$ cat src/rtl/core/lzwd_pkg.sv
// ----------------------------------------------------------------------------
// lzwd_pkg
// Shared constants and types for the LZSS window decoder.
// ----------------------------------------------------------------------------
package lzwd_pkg;

  // Default build limits
  localparam int WINDOW_BITS_MAX_DEF = 12;
  localparam int LENGTH_BITS_MAX_DEF = 5;

  // Widths of the effective (clamped) field widths and the token bit counter
  localparam int EWB_W = 5;
  localparam int ELB_W = 3;
  localparam int CNT_W = 5;

  // Configuration register widths and reset values
  localparam int CFG_WB_W   = 4;
  localparam int CFG_LB_W   = 3;
  localparam int CFG_LA_W   = 2;
  localparam int CFG_IDX_W  = 2;
  localparam int CFG_DATA_W = 4;

  localparam logic [CFG_WB_W-1:0] CFG_WB_RST = 4'd11;
  localparam logic [CFG_LB_W-1:0] CFG_LB_RST = 3'd4;
  localparam logic [CFG_LA_W-1:0] CFG_LA_RST = 2'd1;

  localparam logic [CFG_IDX_W-1:0] CFG_IDX_WINDOW_BITS     = 2'd0;
  localparam logic [CFG_IDX_W-1:0] CFG_IDX_LENGTH_BITS     = 2'd1;
  localparam logic [CFG_IDX_W-1:0] CFG_IDX_LOOKAHEAD_EXTRA = 2'd2;

  // Lower clamps of the field widths
  localparam logic [EWB_W-1:0] WB_MIN = 5'd8;
  localparam logic [ELB_W-1:0] LB_MIN = 3'd2;

  localparam logic [CNT_W-1:0] LIT_BITS = 5'd8;
  localparam logic [CNT_W-1:0] CNT_SAT  = 5'd31;

  localparam logic [7:0] FILL_CHAR = 8'h20;

  // Token completion events from the bit parser
  typedef struct packed {
    logic lit;
    logic match;
  } lzwd_tok_ev_t;

endpackage

$ cat src/rtl/core/lzwd_bit_parser.sv
// ----------------------------------------------------------------------------
// lzwd_bit_parser
// Serial token parser: takes one compressed bit per step, flags a literal
// or a match when its last field bit arrives.
// ----------------------------------------------------------------------------
module lzwd_bit_parser #(
  parameter int WINDOW_BITS_MAX = 12,
  parameter int LENGTH_BITS_MAX = 5
) (
  input  logic                            clk_i,
  input  logic                            rst_ni,
  input  logic                            step_i,
  input  logic                            restart_i,
  input  logic                            bit_i,
  input  logic [lzwd_pkg::EWB_W-1:0]      wbe_i,
  input  logic [lzwd_pkg::ELB_W-1:0]      lbe_i,
  input  logic [WINDOW_BITS_MAX-1:0]      wmask_i,
  output lzwd_pkg::lzwd_tok_ev_t          ev_o,
  output logic [7:0]                      lit_o,
  output logic [WINDOW_BITS_MAX-1:0]      pos_o,
  output logic [LENGTH_BITS_MAX-1:0]      len_o
);
  import lzwd_pkg::*;

  localparam int TW = WINDOW_BITS_MAX + LENGTH_BITS_MAX;

  localparam logic [1:0] KIND_FLAG  = 2'd0;
  localparam logic [1:0] KIND_LIT   = 2'd1;
  localparam logic [1:0] KIND_MATCH = 2'd2;

  logic [1:0]       kind_q, kind_d;
  logic [TW-1:0]    tok_q, tok_d, tok_n;
  logic [CNT_W-1:0] cnt_q, cnt_d, cnt_n;
  logic [CNT_W-1:0] need;
  logic [TW-1:0]    pos_full;
  logic [LENGTH_BITS_MAX:0] lone;
  logic             is_flag;

  assign is_flag  = (kind_q != KIND_LIT) && (kind_q != KIND_MATCH);
  assign tok_n    = {tok_q[TW-2:0], bit_i};
  assign cnt_n    = (cnt_q == CNT_SAT) ? CNT_SAT : cnt_q + 1'b1;
  assign need     = CNT_W'(wbe_i) + CNT_W'(lbe_i);
  assign pos_full = tok_n >> lbe_i;
  assign lone     = (LENGTH_BITS_MAX+1)'(1) << lbe_i;

  assign pos_o     = pos_full[WINDOW_BITS_MAX-1:0] & wmask_i;
  assign len_o     = tok_n[LENGTH_BITS_MAX-1:0] & LENGTH_BITS_MAX'(lone - 1'b1);
  assign lit_o     = tok_n[7:0];
  assign ev_o.lit   = (kind_q == KIND_LIT) && (cnt_n >= LIT_BITS);
  assign ev_o.match = (kind_q == KIND_MATCH) && (cnt_n >= need);

  always_comb begin
    kind_d = kind_q;
    tok_d  = tok_q;
    cnt_d  = cnt_q;
    priority if (restart_i) begin
      kind_d = KIND_FLAG;
      tok_d  = '0;
      cnt_d  = '0;
    end else if (step_i && is_flag) begin
      kind_d = bit_i ? KIND_LIT : KIND_MATCH;
      tok_d  = '0;
      cnt_d  = '0;
    end else if (step_i) begin
      tok_d = tok_n;
      cnt_d = cnt_n;
      if (ev_o.lit || ev_o.match) begin
        kind_d = KIND_FLAG;
      end
    end
  end

  always_ff @(posedge clk_i or negedge rst_ni) begin
    if (!rst_ni) begin
      kind_q <= KIND_FLAG;
      tok_q  <= '0;
      cnt_q  <= '0;
    end else begin
      kind_q <= kind_d;
      tok_q  <= tok_d;
      cnt_q  <= cnt_d;
    end
  end

endmodule

$ cat config.mk
export PLATFORM = sky130hd
export DESIGN_NAME = lzwd_bit_parser
export DESIGN_NICKNAME = d
export VERILOG_FILES = /design/src/rtl/core/lzwd_pkg.sv /design/src/rtl/core/lzwd_bit_parser.sv
export SDC_FILE = /design/constraint.sdc
export NUM_CORES = 1
export LEC_CHECK = 0
export ABC_AREA = 1
export CAP_MARGIN = 20
export CORE_MARGIN = 8
export CORE_UTILIZATION = 35
export DETAILED_ROUTE_END_ITERATION = 7
export DONT_BUFFER_PORTS = 1
export GPL_TIMING_DRIVEN = 0
export PLACE_DENSITY = 0.47
export SYNTH_ARGS = -nofsm -noshare
export SYNTH_HDL_FRONTEND = slang
export SYNTH_SLANG_ARGS = --single-unit
$ cat constraint.sdc
create_clock -name clk_i -period 1.95 [get_ports clk_i]
set_clock_uncertainty 0.2 [all_clocks]
set_input_delay 0.0975 -clock clk_i [delete_from_list [all_inputs] [get_ports clk_i]]
set_output_delay 0.0975 -clock clk_i [all_outputs]
set_load 0.05 [all_outputs]
==> flow_metrics.env <==
export IMPL_overflow=0
export IMPL_layout_nets=326
export IMPL_tritoncts="built"
export IMPL_power_uw=1168
export IMPL_crit_buf_inv=2
export IMPL_die_height_um=89.96
export IMPL_cts_num_sinks=23
export IMPL_antenna_found_initial=0
export IMPL_num_rows=27
export IMPL_setup_slack_ps=-470.4
export IMPL_crit_fanout=3
export IMPL_leakage_uw=0.001092
export IMPL_layout_common_cells="nand2_1, inv_1, dfrtp_1, o22ai_1, buf_4"
export IMPL_final_common_cell="nand2_1"
export IMPL_totalWireLength_um=5197
export IMPL_initial_core_util_pct=35.42
export IMPL_synthCells=269
export IMPL_finalCritPeriodShare_pct=124.1
export IMPL_clk_path_buf_depth=2
export IMPL_slew_violations=0
export IMPL_final_core_util_pct=44.33
export IMPL_synth_seq_area_share_pct=30.07
export IMPL_cts_buffers=3
export IMPL_cp_end_kind="output port"
export IMPL_cp_data_required_time_ps=1650
export IMPL_critPathMostFrequentCell="nand2_1"
export IMPL_finalHoldViolations=0
export IMPL_rsz0062_at_grt="true"
export IMPL_via_per_inst=4.903
export IMPL_core_area_um2=5405
export IMPL_ys_ff_latch=23
export IMPL_critPathLaunchType="register"
export IMPL_area_growth_pct=25.16
export IMPL_slowest_delay_ps=400
export IMPL_slew_headroom_pct=28.93
export IMPL_ant_nets=0
export IMPL_timing_final_crit_period_ps=2420
export IMPL_dr_pass1_iters=4
export IMPL_crit_arrival_ps=2120
export IMPL_num_vias=1765
export IMPL_route_detailed_drc=0
export IMPL_crit_path_top_delay_cell="dfrtp_1"
export IMPL_drtIter0Drc=43
export IMPL_grt_pass1_wl_um=8597
export IMPL_tightest_slew_ps=1069
export IMPL_portBuffers=0
export IMPL_status="complete, but fails checks"
export IMPL_fmax_ghz=0.4131
export IMPL_clk_pin_slew_ps=80
export IMPL_io_pins=52
export IMPL_critical_path_class="reg -> out"
export IMPL_cp_top_family="adder cells"
export IMPL_synth_cell_types=32
export IMPL_hp_class="in -> out"
export IMPL_clock_latency_ps=260
export IMPL_avgSynthCellArea_um2=7.116
export IMPL_place_congestion=0.8228
export IMPL_grt_pass1_vias=1793
export IMPL_die_area_um2=8092
export IMPL_fp_dieW_um=89.96
export IMPL_grt_max_degree=24
export IMPL_antenna_cells=0
export IMPL_track_usage_pct=12.47
export IMPL_final_setup_viol_count=3
export IMPL_drv_cap=0
export IMPL_fin_cells=360
export IMPL_power_per_cell_area_nw_per_um2=487.3
export IMPL_critical_path_cell_chain="ha_4 > nand3_4 > o211ai_1 > ha_1 > nand2_1 > inv_1 > nand2_1 > nand3_2 > nand2_4 > clkinvlp_4"
export IMPL_syn_num_nets=306
export IMPL_avgRoutedWirePerCell_um=14.44
export IMPL_hold_ws_ps=158.0
export IMPL_yosysWarnings=0
export IMPL_drive_gt1_share_pct=27.78
export IMPL_cts_htree_levels=1
export IMPL_peakVddDrop_v=0.0002388
export IMPL_violations="negative setup slack"
export IMPL_dpl_hpwl_um=4065
export IMPL_dp_cells=343
export IMPL_cts_root_buf="clkbuf_8"
export IMPL_syn_area_um2=1914
## synth_stat cells
library cell,number,area (um2)
nand2_1,58,217.7
inv_1,48,180.2
dfrtp_1,23,575.6
nor2_1,20,75.07
o22ai_1,19,118.9
o21ai_0,17,85.08
ha_1,11,137.6
nand3_1,10,50.05
o21ai_1,10,50.05
buf_4,8,60.06
a21oi_1,6,30.03
o21ai_2,5,43.79
a31oi_1,4,25.02
buf_2,4,20.02
buf_6,4,45.04
a21boi_1,3,22.52
inv_2,3,11.26
xor2_1,2,17.52
a211oi_1,1,7.510
a21boi_2,1,11.26
buf_8,1,15.01
fa_1,1,20.02
mux2i_1,1,10.01
mux2i_4,1,22.52
nand2_2,1,6.260
nand2_4,1,11.26
nand4_1,1,6.260
nor2_2,1,6.260
nor2_4,1,11.26
nor3_1,1,5.000
o211ai_1,1,7.510
xnor2_1,1,8.760
## path summary, 6_finish.rpt
check / slack (ps) / to / start / cells past startpoint
setup / recovery: -470 / ev_o[0] / cnt_q[1] / 10
setup reg to reg: -210 / kind_q[0] / cnt_q[0] / 15
hold / removal: 160 / pos_o[1] / wmask_i[1] / 2
max in group asynchronous: 600 / tok_q[7] / rst_ni / 3
hold reg to reg: 310 / kind_q[1] / kind_q[1] / 2
min in group asynchronous: 530 / tok_q[3] / rst_ni / 2
## routing by layer
metal | global-route usage [%] | share of wire (%) | vias to the layer above
li1 | - | - | 900
met1 | 15.77 | 46 | 809
met2 | 20.31 | 47 | 46
met3 | 2.826 | 4.6 | 10
met4 | 4.300 | 2.0 | 0
met5 | 0 | 0 | -
## power by group
group	internal [uW]	total [uW]	switching [uW]
clock network	142	293	151
logic	127	377	250
registers	487	498	10.5
total	756	1170	411
## cell families (layout without fill, tap and decap cells)
| logic type | count (synthesis) | count (layout) | share of synthesized area (%) |
|---|---|---|---|
| compound gates | 67 | 67 | 20.98 |
| xor+xnor | 3 | 3 | 1.373 |
| fa+ha+maj | 12 | 12 | 8.235 |
| buf+inv | 68 | 87 | 17.32 |
| flops | 23 | 23 | 30.07 |
| mux | 2 | 2 | 1.699 |
| simple gates | 94 | 94 | 20.33 |
## state kept, by name, indices dropped and copies added, names as in the netlist
signal,flops
cnt_q,5
tok_q,16
kind_q,2
## through the flow
step / cell area [um2] / TNS (ps) / setup WS (ps)
floorplan: 1943 / -117.6 / -40.52
global placement: 2033 / -1199 / -308.6
detailed placement: 2058 / -920.0 / -289.0
CTS: 2271 / -972.9 / -513.8
global route: 2396 / -1238 / -572.3
finish: 2396 / -870.4 / -470.4
## area by class of cell
type	count	area, um2
inverter	51	198.9
clock buffer	3	41.29
fill	555	3009
buffer	17	140.1
timing repair buffer	15	135.1
sequential	23	576.8
clock inverter	1	5.005
multi-input combinational	178	1209
tap	72	90.09
## what timing repair did
| item | CTS | global route |
|---|---|---|
| setup endpoints to repair | 14 | 14 |
| gates resized for setup | 19 | 24 |
| pin swaps | 4 | 12 |
| endpoints found under the hold margin | 38 | 5 |
| hold buffers | 5 | 1 |
| setup buffers | 3 | 3 |
## worst register-to-register path, stage by stage, from the launching register on
cell,delay (ps)
dfrtp_1,420
ha_4,190
nand3_4,90
nor2_2,60
a21oi_2,160
inv_2,70
ha_4,270
nand2_1,50
nor2_1,70
nand2_1,70
nand3_2,90
nand2_4,70
nand3_2,80
nand2_2,70
nand2_2,70
nand2_1,50
Power figures use the tool's default switching activity.
